--- config.mk ---
export PLATFORM = sky130hd
export DESIGN_NAME = awr_mul
export DESIGN_NICKNAME = d
export VERILOG_FILES = /design/src/rtl/awr_pkg.sv /design/src/rtl/awr_mul.sv
export SDC_FILE = /design/constraint.sdc
export NUM_CORES = 2
export LEC_CHECK = 0
export BUFFER_PORTS_ARGS = -buffer_cell sky130_fd_sc_hd__buf_2
export CAP_MARGIN = 20
export CORE_MARGIN = 2
export CORE_UTILIZATION = 26
export CTS_CLUSTER_DIAMETER = 120
export DETAILED_ROUTE_END_ITERATION = 6
export HOLD_SLACK_MARGIN = 0.06
export MAX_ROUTING_LAYER = met4
export SYNTH_ARGS = -nofsm -noshare
export SYNTH_HDL_FRONTEND = slang
export SYNTH_SLANG_ARGS = --single-unit
--- constraint.sdc ---
create_clock -name clock -period 10.67 [get_ports clock]
set_input_delay 1.067 -clock clock [delete_from_list [all_inputs] [get_ports clock]]
set_output_delay 1.067 -clock clock [all_outputs]
set_load 0.01 [all_outputs]
--- src/rtl/awr_pkg.sv ---
// ----------------------------------------------------------------------------
// awr_pkg
// shared types, constants and gain table functions for the ramped abs shaper
// ----------------------------------------------------------------------------
package awr_pkg;

   localparam int AWR_MAX_BLOCK       = 4096;
   localparam int AWR_GAIN_TABLE_SIZE = 1024;
   localparam int AWR_SAMPLE_BITS     = 24;

   localparam int NUM_RAMPS  = 5;
   localparam int PARAM_BITS = 17;
   localparam int MOD_BITS   = 18;
   localparam int NF_BITS    = 13;
   localparam int RAMP_BITS  = 48;
   localparam int WORD_BITS  = 64;
   localparam int CSR_BITS   = 3;

   // register and ramp indexes share one order
   localparam logic [CSR_BITS-1:0] CSR_DRYWET = 3'd0;
   localparam logic [CSR_BITS-1:0] CSR_DRIVE  = 3'd1;
   localparam logic [CSR_BITS-1:0] CSR_OFFSET = 3'd2;
   localparam logic [CSR_BITS-1:0] CSR_ABS    = 3'd3;
   localparam logic [CSR_BITS-1:0] CSR_BLEND  = 3'd4;
   localparam logic [CSR_BITS-1:0] CSR_LAST   = CSR_BLEND;

   localparam logic [PARAM_BITS-1:0] PARAM_RESET [NUM_RAMPS] =
      '{17'd65536, 17'd32768, 17'd32768, 17'd65536, 17'd0};

   localparam logic signed [RAMP_BITS:0] RAMP_LO [NUM_RAMPS] =
      '{49'sd0, 49'sd0, -49'sh3_0000_0000, 49'sd0, 49'sd0};
   localparam logic signed [RAMP_BITS:0] RAMP_HI [NUM_RAMPS] =
      '{49'sh1_0000_0000, 49'sh2710_0000_0000, 49'sh6_0000_0000,
        49'sh1_0000_0000, 49'sh1_0000_0000};

   typedef struct packed {
      logic                         start;
      logic signed [WORD_BITS-1:0]  a;
      logic [RAMP_BITS-1:0]         c;
   } awr_mul_req_type;

   typedef struct packed {
      logic                         done;
      logic signed [WORD_BITS-1:0]  res;
   } awr_mul_rsp_type;

   typedef struct packed {
      logic                         start;
      logic signed [RAMP_BITS-1:0]  dividend;
      logic [NF_BITS-1:0]           divisor;
   } awr_div_req_type;

   typedef struct packed {
      logic                         done;
      logic signed [RAMP_BITS-1:0]  quot;
   } awr_div_rsp_type;

   function automatic logic [63:0] awr_isqrt_f(input logic [63:0] n_in);
      logic [63:0] n;
      logic [63:0] r;
      logic [63:0] b;
      n = n_in;
      r = '0;
      b = 64'h4000_0000_0000_0000;
      for (int i = 0; i < 32; i++) begin
         if (b > n) b = b >> 2;
      end
      for (int i = 0; i < 32; i++) begin
         if (b != '0) begin
            if (n >= r + b) begin
               n = n - (r + b);
               r = (r >> 1) + b;
            end else begin
               r = r >> 1;
            end
            b = b >> 2;
         end
      end
      return r;
   endfunction

   function automatic logic [63:0] awr_udiv_f(input logic [63:0] x, input logic [63:0] d);
      logic [63:0] q;
      logic [63:0] r;
      q = '0;
      r = '0;
      for (int i = 63; i >= 0; i--) begin
         r = {r[62:0], x[i]};
         if (r >= d) begin
            r = r - d;
            q[i] = 1'b1;
         end
      end
      return q;
   endfunction

   function automatic logic [63:0] awr_exp10_f(input logic signed [63:0] e);
      logic signed [63:0] ec;
      logic signed [63:0] eo;
      logic [31:0]        f;
      int                 ip;
      logic [63:0]        m;
      logic [63:0]        rt;
      ec = e;
      if (ec < -(64'sd4 <<< 32)) ec = -(64'sd4 <<< 32);
      if (ec > (64'sd4 <<< 32)) ec = 64'sd4 <<< 32;
      eo = ec + (64'sd8 <<< 32);
      ip = int'(eo[63:32]) - 8;
      f  = eo[31:0];
      m  = 64'd1 << 28;
      rt = 64'd10 << 28;
      for (int k = 1; k <= 24; k++) begin
         rt = awr_isqrt_f(rt << 28);
         if (f[32-k]) m = (m * rt) >> 28;
      end
      m = m << 4;
      for (int i = 0; i < 4; i++) begin
         if (ip > 0) begin
            m  = m * 64'd10;
            ip = ip - 1;
         end else if (ip < 0) begin
            m  = m / 64'd10;
            ip = ip + 1;
         end
      end
      return m;
   endfunction

   function automatic logic [63:0] awr_gain_entry_f(input int i, input int g);
      logic signed [63:0] num;
      logic [63:0]        mag;
      logic [63:0]        q;
      num = 64'(8 * i - 4 * (g - 1));
      mag = (num < 0) ? 64'(-num) : 64'(num);
      q   = awr_udiv_f(mag << 32, 64'(g - 1));
      return awr_exp10_f((num < 0) ? -signed'(q) : signed'(q));
   endfunction

endpackage

--- src/rtl/awr_mul.sv ---
// ----------------------------------------------------------------------------
// awr_mul
// shared signed-by-unsigned fractional multiplier, 32x24 partial product
// per cycle, result is the magnitude product shifted down 32 bits
// ----------------------------------------------------------------------------
module awr_mul import awr_pkg::*; (
   input  logic            clock,
   input  logic            reset,
   input  awr_mul_req_type mul_req,
   output awr_mul_rsp_type mul_rsp
);
   logic                 busy_ff, busy_in;
   logic                 done_ff, done_in;
   logic [1:0]           cnt_ff, cnt_in;
   logic                 neg_ff, neg_in;
   logic [63:0]          am_ff, am_in;
   logic [47:0]          c_ff, c_in;
   logic [111:0]         acc_ff, acc_in;
   logic [31:0]          pa;
   logic [23:0]          pc;
   logic [55:0]          prod;
   logic [111:0]         term;
   logic [63:0]          mag;

   always_comb begin
      pa   = cnt_ff[1] ? am_ff[63:32] : am_ff[31:0];
      pc   = cnt_ff[0] ? c_ff[47:24] : c_ff[23:0];
      prod = 56'(pa) * 56'(pc);
      case (cnt_ff)
         2'd0:    term = 112'(prod);
         2'd1:    term = 112'(prod) << 24;
         2'd2:    term = 112'(prod) << 32;
         default: term = 112'(prod) << 56;
      endcase
      busy_in = busy_ff;
      done_in = 1'b0;
      cnt_in  = cnt_ff;
      neg_in  = neg_ff;
      am_in   = am_ff;
      c_in    = c_ff;
      acc_in  = acc_ff;
      if (mul_req.start) begin
         busy_in = 1'b1;
         cnt_in  = 2'd0;
         neg_in  = mul_req.a[63];
         am_in   = mul_req.a[63] ? 64'(-mul_req.a) : 64'(mul_req.a);
         c_in    = mul_req.c;
         acc_in  = '0;
      end else if (busy_ff) begin
         acc_in = acc_ff + term;
         cnt_in = cnt_ff + 2'd1;
         if (cnt_ff == 2'd3) begin
            busy_in = 1'b0;
            done_in = 1'b1;
         end
      end
      mag          = acc_ff[95:32];
      mul_rsp.done = done_ff;
      mul_rsp.res  = neg_ff ? -signed'(mag) : signed'(mag);
   end

   always_ff @(posedge clock) begin
      if (reset) begin
         busy_ff <= 1'b0;
         done_ff <= 1'b0;
         cnt_ff  <= 2'd0;
      end else begin
         busy_ff <= busy_in;
         done_ff <= done_in;
         cnt_ff  <= cnt_in;
      end
   end

   always_ff @(posedge clock) begin
      neg_ff <= neg_in;
      am_ff  <= am_in;
      c_ff   <= c_in;
      acc_ff <= acc_in;
   end
endmodule

==> results_dict.tcl <==
set metrics [dict create \
    status "complete, but fails checks" \
    violations "design-rule violations" \
    rsz0062_at_grt "true" \
    async_flop_share 0 \
    track_usage 0.1894 \
    hold_class "flop to flop" \
    arrival_ns 10.92 \
    clk_pin_slew_ns 0.07 \
    clockBufferDepth 3 \
    wl_per_cell_um 19.73 \
    die_w_um 404.3 \
    worst_slack_ns 0.2629 \
    setup_violations 0 \
    htree_levels 1 \
    period_share 0.9754 \
    drc 2 \
    place.gp.congestion 1.010 \
    rrSetupSlack_ns 0.26 \
    slowest_delay_ns 0.55 \
    seqCellArea_um2 5406 \
    coreArea_um2 158700 \
    ys_types 75 \
    ys.flop_type "edfxtp_1" \
    hold_viol 0 \
    path_class "flop to flop" \
    finalNetCount 6768 \
    finalSetupTns_ns 0 \
    hold_end "acc_ff[10]" \
    fmax_mhz 96.09 \
    synth-edff-count 113 \
    slowest_stage "fa_1" \
    cts.sinks 213 \
    relSlewSlack 0.2360 \
    dp_hpwl_mm 130.9 \
    ys_ff_latch 213 \
    syn_area_um2 41650 \
    yosysTopAreaCell "fa_1" \
    multi_input_comb_area_um2 33590 \
    initial_core_util 0.2624 \
    hp-start "acc_ff[10]" \
    fillers 16480 \
    postRouteAntennaNets 0 \
    root_buffer "clkbuf_16" \
    die_area_um2 163400 \
    whs_path_depth 2 \
    syn_nets 5987 \
    period_needed_ns 10.41 \
    reg2reg_from "cnt_ff[0]" \
    fin_util 0.3354 \
    synth_top_cell_area_share 0.3167 \
    grt-ovfl-total 0 \
    vias_per_cell 4.870 \
    cp-start-kind "flop" \
    ys_warn_count 0 \
    end_kind "flop" \
    reg2reg_depth 42 \
    drv_cap 0 \
    grt_pass1_wl_mm 230.6 \
    die_h_um 404.3 \
    avgSynthCellArea_um2 8.449 \
    finalMaxSlewViolations 0 \
    numCtsBuffers 29 \
    grt_max_degree 71 \
    fin_worst_skew_ns 0.04944 \
    cts_tree "yes" \
    syn_to_final_growth_pct 27.81 \
    rr_endpoint "acc_ff[95]" \
    rows 146 \
    synth_area_leaders "fa_1, ha_1, edfxtp_1" \
    drt_wl_total_mm 154.1 \
    synthCells 4930 \
    antenna_found_initial 5 \
    critPathMaxFanout 7 \
    crit_path_frequent_cell "fa_1" \
    num_vias 38030 \
    drt_iter0_markers 2990 \
    drt_first_pass_iters 7 \
    required_ns 11.18 \
    portBuffers 179 \
    dp_worst_setup_slack_ns -0.4728 \
    worst_pin_slew_ns 1.142 \
    layout-drive-gt1-share 0.2267 \
    io_pins 180 \
    grt_pass1_vias 38190 \
    insertion_delay_ns 0.63 \
    yosysSeqAreaShare 0.1295 \
]
-- per-stage QoR --
step | hold WS (ns) | instance area, um^2 | instances
after CTS | 0.4707 | 51680 | 7766
after global routing | 0.5076 | 53230 | 7809
after detailed placement | 0.4600 | 50540 | 7703
final | 0.4718 | 53240 | 7810
after floorplan | 0.4453 | 41700 | 4930
after global placement | 0.4535 | 50540 | 7703
-- what timing repair did --
item | CTS | global route
gates cloned | 1 | 2
pin swaps | 3 | 121
setup endpoints to repair | 20 | 50
resized for setup | 24 | 246
buffers inserted | 8 | 39
hold buffers | 0 | 0
-- layout by cell type, fill, tap and decap left out, types with 32 or more instances in the layout --
| master | n |
|---|---|
| nand3_1 | 38 |
| mux2_2 | 41 |
| a21oi_1 | 180 |
| ha_1 | 256 |
| buf_4 | 749 |
| nor2_1 | 560 |
| fa_1 | 651 |
| edfxtp_1 | 113 |
| buf_2 | 178 |
| inv_1 | 781 |
| nand4_1 | 55 |
| nor3_1 | 42 |
| buf_12 | 43 |
| o31ai_1 | 42 |
| xnor2_1 | 189 |
| xor2_1 | 60 |
| and2_1 | 41 |
| dfxtp_1 | 97 |
| o21bai_1 | 32 |
| a21o_1 | 127 |
| mux2i_1 | 76 |
| nand2_1 | 610 |
| o21ai_0 | 157 |
-- Yosys cell counts (18+ instances only) --
cell / n
mux2i_1: 92
mux2_2: 54
o21bai_1: 32
and2_1: 41
a21o_1: 127
dfxtp_1: 100
xor2_1: 65
nand3_1: 40
nand2b_1: 28
edfxtp_1: 113
xnor2_1: 197
a22oi_1: 18
ha_1: 283
nand4_1: 55
a21oi_1: 202
fa_1: 659
nand2_1: 613
o31ai_1: 46
o21ai_0: 192
nor3_1: 47
or3_1: 28
clkbuf_1: 227
inv_1: 784
nor2_1: 572
-- per-layer routing --
| layer | track usage | part of all wire | vias to the layer above |
|---|---|---|---|
| li1 | - | - | 17490 |
| met1 | 0.2412 | 0.41 | 18870 |
| met2 | 0.3070 | 0.47 | 1385 |
| met3 | 0.02640 | 0.071 | 290 |
| met4 | 0.06736 | 0.045 | 0 |
| met5 | - | 0 | - |
-- kinds of logic (layout without fill, tap and decap cells) --
group           after synthesis  count (layout)  synth area share
flops                       213             213            0.1295
fa+ha+maj                   942             942            0.4017
buf+inv                    1032            1835           0.09327
mux                         146             147           0.03671
xor+xnor                    262             262           0.05509
simple gates               1530            1530            0.1589
other cells                   0               4                 0
compound gates              805             805            0.1248
-- cell type report --
type / count / share of cell area
multi-input combinational: 3686 / 0.6310
inverter: 786 / 0.05542
tap: 2072 / 0.04870
timing repair buffer: 995 / 0.1451
clock buffer: 34 / 0.01455
clock inverter: 20 / 0.003502
sequential: 213 / 0.1016
antenna: 4 / 0.0001880
-- registers in the layout, indices dropped and copies added (netlist names) --
register / cells
neg_ff: 1
busy_ff: 1
cnt_ff: 2
am_ff: 64
acc_ff: 96
c_ff: 48
done_ff: 1
-- worst max-delay path, delay by kind of cell (launching register included) --
kind	cells	cell delay (ns)
adders and majority gates	9	4.16
xor gates and xnor gates	1	0.27
buffers and inverters	11	1.28
DFF	1	0.43
muxes	2	0.56
and+or+nand+nor	4	0.73
AOI/OAI and AO/OA	15	2.85
-- worst max-delay path by stage --
stage          slack [ns]  cells past startpoint       from          to
2_1_floorplan     0.00004                     39  cnt_ff[0]  acc_ff[95]
3_3_place_gp        -0.50                     39  cnt_ff[0]  acc_ff[95]
3_5_place_dp        -0.47                     40  cnt_ff[0]  acc_ff[95]
4_1_cts             -0.03                     40  cnt_ff[0]  acc_ff[95]
5_1_grt             -0.09                     46  cnt_ff[0]  acc_ff[92]
6_report             0.26                     42  cnt_ff[0]  acc_ff[95]
Power is not shown: default switching activity piles up to over one toggle a cycle in this logic, so the estimate is an artifact.
