### src/rtl/awr_pkg.sv
// ----------------------------------------------------------------------------
// awr_pkg
// shared types, constants and gain table functions for the ramped abs shaper
// ----------------------------------------------------------------------------
package awr_pkg;

   localparam int AWR_MAX_BLOCK       = 4096;
   localparam int AWR_GAIN_TABLE_SIZE = 1024;
   localparam int AWR_SAMPLE_BITS     = 24;

   localparam int NUM_RAMPS  = 5;
   localparam int PARAM_BITS = 17;
   localparam int MOD_BITS   = 18;
   localparam int NF_BITS    = 13;
   localparam int RAMP_BITS  = 48;
   localparam int WORD_BITS  = 64;
   localparam int CSR_BITS   = 3;

   // register and ramp indexes share one order
   localparam logic [CSR_BITS-1:0] CSR_DRYWET = 3'd0;
   localparam logic [CSR_BITS-1:0] CSR_DRIVE  = 3'd1;
   localparam logic [CSR_BITS-1:0] CSR_OFFSET = 3'd2;
   localparam logic [CSR_BITS-1:0] CSR_ABS    = 3'd3;
   localparam logic [CSR_BITS-1:0] CSR_BLEND  = 3'd4;
   localparam logic [CSR_BITS-1:0] CSR_LAST   = CSR_BLEND;

   localparam logic [PARAM_BITS-1:0] PARAM_RESET [NUM_RAMPS] =
      '{17'd65536, 17'd32768, 17'd32768, 17'd65536, 17'd0};

   localparam logic signed [RAMP_BITS:0] RAMP_LO [NUM_RAMPS] =
      '{49'sd0, 49'sd0, -49'sh3_0000_0000, 49'sd0, 49'sd0};
   localparam logic signed [RAMP_BITS:0] RAMP_HI [NUM_RAMPS] =
      '{49'sh1_0000_0000, 49'sh2710_0000_0000, 49'sh6_0000_0000,
        49'sh1_0000_0000, 49'sh1_0000_0000};

   typedef struct packed {
      logic                         start;
      logic signed [WORD_BITS-1:0]  a;
      logic [RAMP_BITS-1:0]         c;
   } awr_mul_req_type;

   typedef struct packed {
      logic                         done;
      logic signed [WORD_BITS-1:0]  res;
   } awr_mul_rsp_type;

   typedef struct packed {
      logic                         start;
      logic signed [RAMP_BITS-1:0]  dividend;
      logic [NF_BITS-1:0]           divisor;
   } awr_div_req_type;

   typedef struct packed {
      logic                         done;
      logic signed [RAMP_BITS-1:0]  quot;
   } awr_div_rsp_type;

   function automatic logic [63:0] awr_isqrt_f(input logic [63:0] n_in);
      logic [63:0] n;
      logic [63:0] r;
      logic [63:0] b;
      n = n_in;
      r = '0;
      b = 64'h4000_0000_0000_0000;
      for (int i = 0; i < 32; i++) begin
         if (b > n) b = b >> 2;
      end
      for (int i = 0; i < 32; i++) begin
         if (b != '0) begin
            if (n >= r + b) begin
               n = n - (r + b);
               r = (r >> 1) + b;
            end else begin
               r = r >> 1;
            end
            b = b >> 2;
         end
      end
      return r;
   endfunction

   function automatic logic [63:0] awr_udiv_f(input logic [63:0] x, input logic [63:0] d);
      logic [63:0] q;
      logic [63:0] r;
      q = '0;
      r = '0;
      for (int i = 63; i >= 0; i--) begin
         r = {r[62:0], x[i]};
         if (r >= d) begin
            r = r - d;
            q[i] = 1'b1;
         end
      end
      return q;
   endfunction

   function automatic logic [63:0] awr_exp10_f(input logic signed [63:0] e);
      logic signed [63:0] ec;
      logic signed [63:0] eo;
      logic [31:0]        f;
      int                 ip;
      logic [63:0]        m;
      logic [63:0]        rt;
      ec = e;
      if (ec < -(64'sd4 <<< 32)) ec = -(64'sd4 <<< 32);
      if (ec > (64'sd4 <<< 32)) ec = 64'sd4 <<< 32;
      eo = ec + (64'sd8 <<< 32);
      ip = int'(eo[63:32]) - 8;
      f  = eo[31:0];
      m  = 64'd1 << 28;
      rt = 64'd10 << 28;
      for (int k = 1; k <= 24; k++) begin
         rt = awr_isqrt_f(rt << 28);
         if (f[32-k]) m = (m * rt) >> 28;
      end
      m = m << 4;
      for (int i = 0; i < 4; i++) begin
         if (ip > 0) begin
            m  = m * 64'd10;
            ip = ip - 1;
         end else if (ip < 0) begin
            m  = m / 64'd10;
            ip = ip + 1;
         end
      end
      return m;
   endfunction

   function automatic logic [63:0] awr_gain_entry_f(input int i, input int g);
      logic signed [63:0] num;
      logic [63:0]        mag;
      logic [63:0]        q;
      num = 64'(8 * i - 4 * (g - 1));
      mag = (num < 0) ? 64'(-num) : 64'(num);
      q   = awr_udiv_f(mag << 32, 64'(g - 1));
      return awr_exp10_f((num < 0) ? -signed'(q) : signed'(q));
   endfunction

endpackage

### src/rtl/awr_div.sv
// ----------------------------------------------------------------------------
// awr_div
// restoring divider, one quotient bit per cycle, truncates toward zero
// ----------------------------------------------------------------------------
module awr_div import awr_pkg::*; (
   input  logic            clock,
   input  logic            reset,
   input  awr_div_req_type div_req,
   output awr_div_rsp_type div_rsp
);
   localparam int CNT_BITS = $clog2(RAMP_BITS);

   logic                 busy_ff, busy_in;
   logic                 done_ff, done_in;
   logic [CNT_BITS-1:0]  cnt_ff, cnt_in;
   logic                 neg_ff, neg_in;
   logic [RAMP_BITS-1:0] dm_ff, dm_in;
   logic [RAMP_BITS-1:0] q_ff, q_in;
   logic [NF_BITS-1:0]   rem_ff, rem_in;
   logic [NF_BITS-1:0]   d_ff, d_in;
   logic [NF_BITS:0]     trial;

   always_comb begin
      trial   = {rem_ff, dm_ff[RAMP_BITS-1]};
      busy_in = busy_ff;
      done_in = 1'b0;
      cnt_in  = cnt_ff;
      neg_in  = neg_ff;
      dm_in   = dm_ff;
      q_in    = q_ff;
      rem_in  = rem_ff;
      d_in    = d_ff;
      if (div_req.start) begin
         busy_in = 1'b1;
         cnt_in  = '0;
         neg_in  = div_req.dividend[RAMP_BITS-1];
         dm_in   = div_req.dividend[RAMP_BITS-1] ? RAMP_BITS'(-div_req.dividend)
                                                 : RAMP_BITS'(div_req.dividend);
         q_in    = '0;
         rem_in  = '0;
         d_in    = div_req.divisor;
      end else if (busy_ff) begin
         dm_in = {dm_ff[RAMP_BITS-2:0], 1'b0};
         if (trial >= {1'b0, d_ff}) begin
            rem_in = NF_BITS'(trial - {1'b0, d_ff});
            q_in   = {q_ff[RAMP_BITS-2:0], 1'b1};
         end else begin
            rem_in = NF_BITS'(trial);
            q_in   = {q_ff[RAMP_BITS-2:0], 1'b0};
         end
         cnt_in = cnt_ff + 1'b1;
         if (cnt_ff == CNT_BITS'(RAMP_BITS - 1)) begin
            busy_in = 1'b0;
            done_in = 1'b1;
         end
      end
      div_rsp.done = done_ff;
      div_rsp.quot = neg_ff ? -signed'(q_ff) : signed'(q_ff);
   end

   always_ff @(posedge clock) begin
      if (reset) begin
         busy_ff <= 1'b0;
         done_ff <= 1'b0;
         cnt_ff  <= '0;
      end else begin
         busy_ff <= busy_in;
         done_ff <= done_in;
         cnt_ff  <= cnt_in;
      end
   end

   always_ff @(posedge clock) begin
      neg_ff <= neg_in;
      dm_ff  <= dm_in;
      q_ff   <= q_in;
      rem_ff <= rem_in;
      d_ff   <= d_in;
   end
endmodule

### config.mk
export PLATFORM = sky130hd
export DESIGN_NAME = awr_div
export DESIGN_NICKNAME = d
export VERILOG_FILES = /design/src/rtl/awr_pkg.sv /design/src/rtl/awr_div.sv
export SDC_FILE = /design/constraint.sdc
export NUM_CORES = 1
export LEC_CHECK = 0
export BUFFER_PORTS_ARGS = -buffer_cell sky130_fd_sc_hd__buf_4
export CAP_MARGIN = 20
export CELL_PAD_IN_SITES_DETAIL_PLACEMENT = 2
export CELL_PAD_IN_SITES_GLOBAL_PLACEMENT = 2
export CORE_MARGIN = 2
export CORE_UTILIZATION = 38
export DETAILED_ROUTE_END_ITERATION = 7
export GPL_TIMING_DRIVEN = 0
export HOLD_SLACK_MARGIN = 0.02
export PLACE_DENSITY = 0.89
export SLEW_MARGIN = 20
export SYNTH_ARGS = -nofsm -noshare
export SYNTH_HDL_FRONTEND = slang
export SYNTH_SLANG_ARGS = --single-unit
### constraint.sdc
create_clock -name clock -period 6.1 [get_ports clock]
set_input_delay 1.525 -clock clock [delete_from_list [all_inputs] [get_ports clock]]
set_output_delay 1.525 -clock clock [all_outputs]
set_load 0.01 [all_outputs]
==> results of run 1 <==
[state kept, by name (all words and copies together) (netlist names)]
signal	cells
busy_ff	1
cnt_ff	6
d_ff	13
dm_ff	48
done_ff	1
neg_ff	1
q_ff	48
rem_ff	13
[per-layer routing]
| layer | vias up | track usage (%) | part of all wire, % |
|---|---|---|---|
| met2 | 204 | 49.0 | 52 |
| met4 | 0 | 9.75 | 2.3 |
| li1 | 3218 | - | - |
| met1 | 3625 | 33.7 | 42 |
| met5 | - | 0 | 0 |
| met3 | 51 | 4.36 | 3.7 |
[how the worst max path moves through the flow]
| stage | start | endpoint | slack [ns] |
|---|---|---|---|
| final | q_ff[13] | div_rsp[43] | 1.06 |
| after global routing | q_ff[2] | div_rsp[30] | 0.90 |
| after CTS | q_ff[13] | div_rsp[43] | 1.07 |
| after detailed placement | div_req[25] | dm_ff[42] | 1.46 |
| after global placement | div_req[61] | dm_ff[28] | 1.37 |
| after floorplan | q_ff[19] | div_rsp[37] | 1.97 |
[cell families (layout without fill, tap and decap cells)]
kind of cell               Yosys count  count (layout)  synth area share, %
xor gates and xnor gates           103             103                 11.9
DFF                                131             131                 42.7
adders and majority gates           17              17                 2.90
and+or+nand+nor                    272             272                 17.0
muxes                               51              51                 6.74
AOI/OAI and AO/OA                  172             172                 14.8
buffers and inverters               77             220                 4.00
[final cells by class]
cell class	count	area share, %
flip-flops and latches	131	34.7
clock buffers	18	4.60
well taps	265	3.55
multi-input cells	615	43.4
inverters	30	1.21
repair buffers	111	8.93
plain buffers	47	2.05
clock inverters	14	1.49
[power breakdown]
group / switching (mW) / internal [mW] / total (mW)
Clock: 0.425 / 0.598 / 1.02
Combinational: 0.325 / 0.204 / 0.528
Sequential: 0.0283 / 0.987 / 1.02
Total: 0.778 / 1.79 / 2.57
[placed cells by master (no fill, tap or decap), drive strengths merged, types with 3 or more instances in the layout]
cell type  count
buf          125
nor2         122
dfxtp         69
edfxtp        62
a21oi         59
xnor2         55
clkbuf        51
mux2i         50
xor2          48
nand2         45
o21ai         39
inv           30
o31ai         29
nand3         20
ha            16
or4           16
or3           14
o41ai         14
nor4          11
nor3           7
nand4          7
or2            7
clkinv         7
nand2b         6
a311oi         6
nor2b          5
and3           5
a211oi         5
clkinvlp       5
nand3b         4
o211ai         3
[stage by stage]
stage               setup WS, ns  cell area (um^2)  power (mW)
floorplan                   1.97              7600        1.32
global placement            1.37              8760        1.50
detailed placement          1.46              8770        1.53
CTS                         1.07              9340        2.57
global route               0.895              9340        2.66
finish                      1.06              9340        2.57
[worst max-delay path, stage by stage (launching register included)]
cell,delay [ns]
dfxtp_1,0.39
or4_1,0.57
or3_1,0.48
or4_4,0.62
or2_1,0.26
buf_6,0.15
o21ai_0,0.25
xnor2_1,0.20
buf_4,0.17
==> metrics.md, run 1 <==
| Metric | Value |
|---|---|
| Result of the run | `completed` |
| Syn Area/Cell | `9.23 um^2` |
| Synth top area share | `24.5%` |
| Layout Nets | `1034` |
| Top post-synthesis cells by count | `nor2_1, dfxtp_1, edfxtp_1` |
| CTS tree | `yes` |
| N_diodes | `0` |
| I/O Buffers | `111` |
| Fin util | `47.8%` |
| Starting density of the core | `38.9%` |
| Global route overflow | `0` |
| Max Slew Vio Count | `0` |
| # IOs | `113` |
| Clk sink count | `131` |
| Die width | `145 um` |
| Dpl cells | `1199` |
| Synth top area cells | `edfxtp_1, dfxtp_1, mux2i_1, xnor2_1, nor2_1` |
| Maximum clock path buffer count | `2` |
| Hold buffers post-CTS | `0` |
| HP Start | `cnt_ff[5]` |
| Post-route setup TNS | `0 ns` |
| Routed WL | `28700 um` |
| Die area | `0.0211 mm^2` |
| Relative slew slack | `34.0%` |
| Antenna-violating nets left | `0` |
| CP arrival | `3.52 ns` |
| # H-tree levels | `4` |
| Yosys reg bits | `131` |
| EDFF count, synth | `62` |
| Register-to-Register Setup Slack | `2.38 ns` |
| Pleak | `3.74 nW` |
| Reg area | `0.00324 mm^2` |
| Ys flop type | `dfxtp_1` |
| RD Place Congestion | `0.812` |
| Largest net degree at the start of global routing | `49` |
| Post-CTS setup repair buffer count | `0` |
| Global-route wire length before repair | `46000 um` |
| Worst-margin pin slew | `0.982 ns` |
| DP Wirelength | `18500 um` |
| Cell Rows | `51` |
| Maximum fanout along the worst path | `8` |
| Vias post-DR | `7098` |
| Vias in the first global route | `7990` |
| Fin Hold WS | `0.526 ns` |
| Vias per cell | `5.77` |
| Async set-reset flop share out of synthesis | `0%` |
| Syn. warnings | `0` |
| Gate Count Post-Synth | `823` |
| RSZ-0062 raised after global routing | `false` |
| Kind of end point of the critical path | `output port` |
| Multi-input gate area | `0.00406 mm^2` |
| Hold Path Depth | `2` |
| Clock transition at path regs | `0.06 ns` |
| PD cells | `275 mW/mm^2` |
| Post-synth top area cell | `edfxtp_1` |
| Hold WC Path Type | `register to register` |
| Netlist cell types | `54` |
| Fmax | `198 MHz` |
| Clk_lat worst skew | `0.43 ns` |
| Syn Nets | `904` |
| GR Util All Layers | `27.5%` |
| Setup CP Type | `register to output port` |
| Area Growth Syn to Fin | `22.9%` |
| Hold EP | `cnt_ff[5]` |
| Initial drt markers | `416` |
| Crit start category | `register` |
| Final Hold Viols | `0` |
| DRT Pass-1 Iters | `5` |
| Max Cap Viol | `0` |
| Post-Syn Area | `0.00760 mm^2` |
| Final min period | `5.04 ns` |
| Critical R2R Capture | `rem_ff[7]` |
| RR Startpoint | `rem_ff[7]` |
| Layout Cells excl Fill | `1231` |
| Antenna violations before repair | `0` |
| Sequential share of the synthesized area | `42.7%` |
| Share of layout cells above drive strength 1 | `16.6%` |
| # fillers | `2127` |
| Worst VDD drop | `0.210 mV` |
| Req. time, crit path | `4.58 ns` |
| Die Height | `145 um` |
| Clock Skew | `0.00711 ns` |
| Most frequent cell after synthesis | `nor2_1` |
| WL/cell | `23.3 um` |
| Register-to-Register Path Depth | `9` |
| Final critical-path share of the clock period | `82.7%` |
| Cts bufs inserted | `17` |
| Remaining DRCs | `0` |
| Cts repair resizes | `0` |
| Root Driver | `clkbuf_16` |
| Setup violations, final | `0` |
| Core box area | `0.0195 mm^2` |
Power figures use the tool's default switching activity.
==> run 2, diff against run 1 <==
--- a/config.mk
+++ b/config.mk
@@ -10,11 +10,11 @@
 export CELL_PAD_IN_SITES_DETAIL_PLACEMENT = 2
 export CELL_PAD_IN_SITES_GLOBAL_PLACEMENT = 2
 export CORE_MARGIN = 2
-export CORE_UTILIZATION = 38
+export CORE_UTILIZATION = 36
 export DETAILED_ROUTE_END_ITERATION = 7
 export GPL_TIMING_DRIVEN = 0
 export HOLD_SLACK_MARGIN = 0.02
-export PLACE_DENSITY = 0.89
+export PLACE_DENSITY = 0.85
 export SLEW_MARGIN = 20
 export SYNTH_ARGS = -nofsm -noshare
 export SYNTH_HDL_FRONTEND = slang
==> constraint.sdc (replaced) <==
create_clock -name clock -period 5.26 [get_ports clock]
set_input_delay 1.315 -clock clock [delete_from_list [all_inputs] [get_ports clock]]
set_output_delay 1.315 -clock clock [all_outputs]
set_load 0.01 [all_outputs]
==> run 2 against run 1 <==
Effect of this change: critical path depth fell by 1; die area rose by 5.4%; register-to-register slack got worse by 0.35 ns; clock skew rose by 0.0015 ns; first-iteration DRC count fell by 34%; sequential cell count did not move; critical path type unchanged; largest power group is now the clock network; highest routed layer unchanged.
==> metrics.md, run 2 (synthesis results as in run 1) <==
| Metric | Value |
|---|---|
| Final min period | `4.77 ns` |
| PD cells | `319 mW/mm^2` |
| Post-route setup TNS | `0 ns` |
| RSZ-0062 raised after global routing | `false` |
| Global-route wire length before repair | `40200 um` |
| Vias post-DR | `6808` |
| Routed WL | `25100 um` |
| Final Hold Viols | `0` |
| Die area | `0.0223 mm^2` |
| Most frequent cells in the layout | `nor2_1, buf_4, dfxtp_1` |
| RD Place Congestion | `0.850` |
| Fin util | `45.0%` |
| CTS tree | `yes` |
| Setup violations, final | `0` |
| Cell Rows | `53` |
| N_diodes | `0` |
| Hold buffers post-CTS | `0` |
| Final non-filler cell area | `0.00940 mm^2` |
| Setup CP Type | `register to output port` |
| Relative slew slack | `39.3%` |
| Starting density of the core | `36.4%` |
| Initial drt markers | `276` |
| Die width | `149 um` |
| DP Wirelength | `17900 um` |
| Global route overflow | `0` |
| Leading cell type in the layout, fill and taps excluded | `nor2_1` |
| Layout Nets | `1035` |
| Final critical-path share of the clock period | `90.7%` |
| Vias per cell | `5.48` |
| Maximum clock path buffer count | `2` |
| I/O Buffers | `111` |
| Pleak | `3.77 nW` |
| DRT Pass-1 Iters | `4` |
| Core box area | `0.0209 mm^2` |
| Kind of end point of the critical path | `output port` |
| Fmax | `210 MHz` |
| Clk_lat worst skew | `0.42 ns` |
| Largest net degree at the start of global routing | `30` |
| Root Driver | `clkbuf_16` |
| Top Registers | `dm_ff x48, q_ff x48` |
| Max Slew Vio Count | `0` |
| # H-tree levels | `4` |
| Cts bufs inserted | `17` |
| Fin Hold WS | `0.509 ns` |
| Post-CTS setup repair buffer count | `0` |
| Crit start category | `register` |
| Remaining DRCs | `0` |
| Clock transition at path regs | `0.05 ns` |
| Vias in the first global route | `7515` |
| WL/cell | `20.2 um` |
| Max Cap Viol | `0` |
| CP arrival | `3.45 ns` |
| Area Growth Syn to Fin | `23.7%` |
| Maximum fanout along the worst path | `6` |
| Antenna violations before repair | `0` |
| Clock Skew | `0.00865 ns` |
| Worst VDD drop | `0.200 mV` |
| Setup ws final | `0.490 ns` |
| Worst-margin pin slew | `0.904 ns` |
| Die Height | `149 um` |
| GR Util All Layers | `23.1%` |
| Cts repair resizes | `0` |
| Antenna-violating nets left | `0` |
| Clk sink count | `131` |
| Result of the run | `completed` |
| Area after DPL | `0.00880 mm^2` |
| # IOs | `113` |
| Req. time, crit path | `3.94 ns` |
| Hold WC Path Type | `register to register` |
| Worst slack, placed | `0.865 ns` |
| Share of layout cells above drive strength 1 | `16.1%` |
-- run 2: metrics by stage --
step | std cells | power, mW
after floorplan | 823 | 1.54
after global placement | 1209 | 1.74
after detailed placement | 1210 | 1.77
after CTS | 1242 | 3.03
after global routing | 1242 | 3.13
final | 1242 | 3.00
-- run 2: report_power, final --
group	switching, mW	internal, mW	leakage, nW
Clock	0.451	0.791	0.287
Combinational	0.343	0.237	2.32
Sequential	0.0294	1.14	1.17
-- run 2: worst paths after layout --
path	endpoint	cells past startpoint	startpoint	slack, ns
worst max register to register	rem_ff[1]	11	dm_ff[47]	2.03
worst min-delay path	rem_ff[12]	2	rem_ff[12]	0.51
worst max-delay path	div_rsp[30]	7	q_ff[2]	0.49
worst min register to register	rem_ff[12]	2	rem_ff[12]	0.51
-- run 2: worst max-delay path, stage by stage, from the launching register on --
cell and delay, ns:
dfxtp_1 0.38, nor4_1 0.62, nand3_1 0.37, or2_2 0.44, or4_1 0.51, o41ai_1 0.40
xnor2_1 0.17, buf_4 0.14
-- run 2: routing by layer --
layer / routed length [um] / vias to the layer above / track usage (%) / share of wire, %
li1: - / 3219 / - / -
met1: 11000 / 3412 / 28.4 / 44
met2: 12800 / 148 / 41.7 / 51
met3: 930 / 29 / 3.58 / 3.7
met4: 410 / 0 / 6.71 / 1.6
met5: 0 / - / 0 / 0
-- run 2: cell type report --
cell class	count	area, um^2
flip-flops and latches	131	3240
well taps	275	344
inverters	30	113
multi-input cells	615	4050
clock inverters	10	158
repair buffers	112	853
fillers	2268	11500
plain buffers	47	191
clock buffers	22	444
==> run 3, diff against run 2 <==
--- a/config.mk
+++ b/config.mk
@@ -5,16 +5,17 @@
 export SDC_FILE = /design/constraint.sdc
 export NUM_CORES = 1
 export LEC_CHECK = 0
-export BUFFER_PORTS_ARGS = -buffer_cell sky130_fd_sc_hd__buf_4
 export CAP_MARGIN = 20
 export CELL_PAD_IN_SITES_DETAIL_PLACEMENT = 2
 export CELL_PAD_IN_SITES_GLOBAL_PLACEMENT = 2
 export CORE_MARGIN = 2
-export CORE_UTILIZATION = 36
+export CORE_UTILIZATION = 40
 export DETAILED_ROUTE_END_ITERATION = 7
+export DONT_BUFFER_PORTS = 1
 export GPL_TIMING_DRIVEN = 0
 export HOLD_SLACK_MARGIN = 0.02
 export PLACE_DENSITY = 0.85
+export RECOVER_POWER = 100
 export SLEW_MARGIN = 20
 export SYNTH_ARGS = -nofsm -noshare
 export SYNTH_HDL_FRONTEND = slang
==> run 3 against run 2 <==
Effect of this change: the run now ends with capacitance limit, slew limit left; clock power up 4%; clock skew up 0.0019 ns; setup slack worse by 0.049 ns; total power down 1.4%; hold slack better by 0.022 ns; register-to-register slack worse by 0.22 ns; fmax down 1.0%.
==> metrics.md, run 3 (synthesis results as in run 1) <==
| Metric | Value |
|---|---|
| I/O Buffers | `0` |
| # IOs | `113` |
| Vias per cell | `5.95` |
| Die area | `0.0201 mm^2` |
| PD cells | `347 mW/mm^2` |
| DP Wirelength | `17700 um` |
| Result of the run | `finished with violations` |
| Fmax | `207 MHz` |
| Max Cap Viol | `1` |
| Worst slack, placed | `1.09 ns` |
| Req. time, crit path | `3.94 ns` |
| Antenna-violating nets left | `0` |
| Starting density of the core | `40.7%` |
| Max Slew Vio Count | `35` |
| Hold WC Path Type | `register to register` |
| Hold buffers post-CTS | `0` |
| Share of layout cells above drive strength 1 | `5.02%` |
| Worst VDD drop | `0.239 mV` |
| Layout Nets | `924` |
| Final min period | `4.82 ns` |
| Fin util | `45.7%` |
| Post-CTS setup repair buffer count | `0` |
| Relative slew slack | `-26.8%` |
| RSZ-0062 raised after global routing | `false` |
| RD Place Congestion | `0.860` |
| CTS tree | `yes` |
| Failing checks | `capacitance limit, slew limit` |
| Top Registers | `dm_ff x48, q_ff x48` |
| Post-route setup TNS | `0 ns` |
| Maximum fanout along the worst path | `8` |
| WL/cell | `22.9 um` |
| Antenna violations before repair | `0` |
| Vias in the first global route | `7278` |
| N_diodes | `0` |
| Leading cell type in the layout, fill and taps excluded | `nor2_1` |
| Cts repair resizes | `0` |
| Setup violations, final | `0` |
| Area after DPL | `0.00791 mm^2` |
| Largest net degree at the start of global routing | `35` |
| Cts bufs inserted | `17` |
| Most frequent cells in the layout | `nor2_1, dfxtp_1, edfxtp_1` |
| Worst-margin pin slew | `1.90 ns` |
| Kind of end point of the critical path | `output port` |
| Die Height | `142 um` |
| Die width | `142 um` |
| Maximum clock path buffer count | `2` |
| Final Hold Viols | `0` |
| Global route overflow | `0` |
| Vias post-DR | `6485` |
| Final critical-path share of the clock period | `91.6%` |
| Final non-filler cell area | `0.00851 mm^2` |
| Fin Hold WS | `0.530 ns` |
| Clk sink count | `131` |
| Global-route wire length before repair | `40100 um` |
| DRT Pass-1 Iters | `4` |
| Pleak | `3.22 nW` |
| Clk_lat worst skew | `0.44 ns` |
| Core box area | `0.0186 mm^2` |
| Root Driver | `clkbuf_16` |
| Remaining DRCs | `0` |
| Cell Rows | `50` |
| # H-tree levels | `4` |
| Clock transition at path regs | `0.06 ns` |
| GR Util All Layers | `25.5%` |
| Initial drt markers | `279` |
| Setup CP Type | `register to output port` |
| Area Growth Syn to Fin | `12.1%` |
| CP arrival | `3.50 ns` |
| Clock Skew | `0.0105 ns` |
| Crit start category | `register` |
| Routed WL | `25000 um` |
| Setup ws final | `0.441 ns` |
## run 3: cell types whose count changed in the layout (fill, tap and decap cells not counted), sizes merged
cell and change:
buf -120, bufinv -3, clkbuf +12, clkinv -1, inv +1
## run 3: critical path: stages, from the launching register on
cell	delay, ns
dfxtp_1	0.40
or4_4	0.58
or4_4	0.46
or4_1	0.63
or2_0	0.28
buf_6	0.16
o41ai_1	0.33
xnor2_1	0.23
## run 3: metrics by stage
stage,instances,power (mW)
floorplan,823,1.54
global placement,1057,1.63
detailed placement,1058,1.67
CTS,1090,2.99
global route,1090,3.07
finish,1090,2.95
## run 3: routing by layer
metal	GRT usage [%]	routed length [um]	vias up	part of all wire (%)
met5	0	0	-	0
met4	9.32	552	0	2.2
met3	4.56	837	40	3.4
met2	45.2	13000	148	52
met1	30.9	10600	3291	43
li1	-	-	3006	-
## run 3: path summary, 6_finish.rpt
check,endpoint,startpoint,depth (start not counted),slack [ns]
setup / recovery,div_rsp[37],q_ff[19],7,0.44
hold / removal,rem_ff[4],rem_ff[3],2,0.53
setup reg to reg,dm_ff[34],busy_ff,4,1.81
hold reg to reg,rem_ff[4],rem_ff[3],2,0.53
## run 3: power by group
| part | switching [mW] | total, mW | internal, mW |
|---|---|---|---|
| combinational | 0.319 | 0.485 | 0.166 |
| clock | 0.473 | 1.29 | 0.821 |
| sequential | 0.0305 | 1.18 | 1.15 |
## run 3: final cells by class
cell class	count	area (um^2)
clock buffers	25	582
clock inverters	7	77.6
well taps	234	293
multi-input cells	615	4020
inverters	30	113
repair buffers	1	3.75
flip-flops and latches	131	3240
fillers	2019	10100
plain buffers	47	184
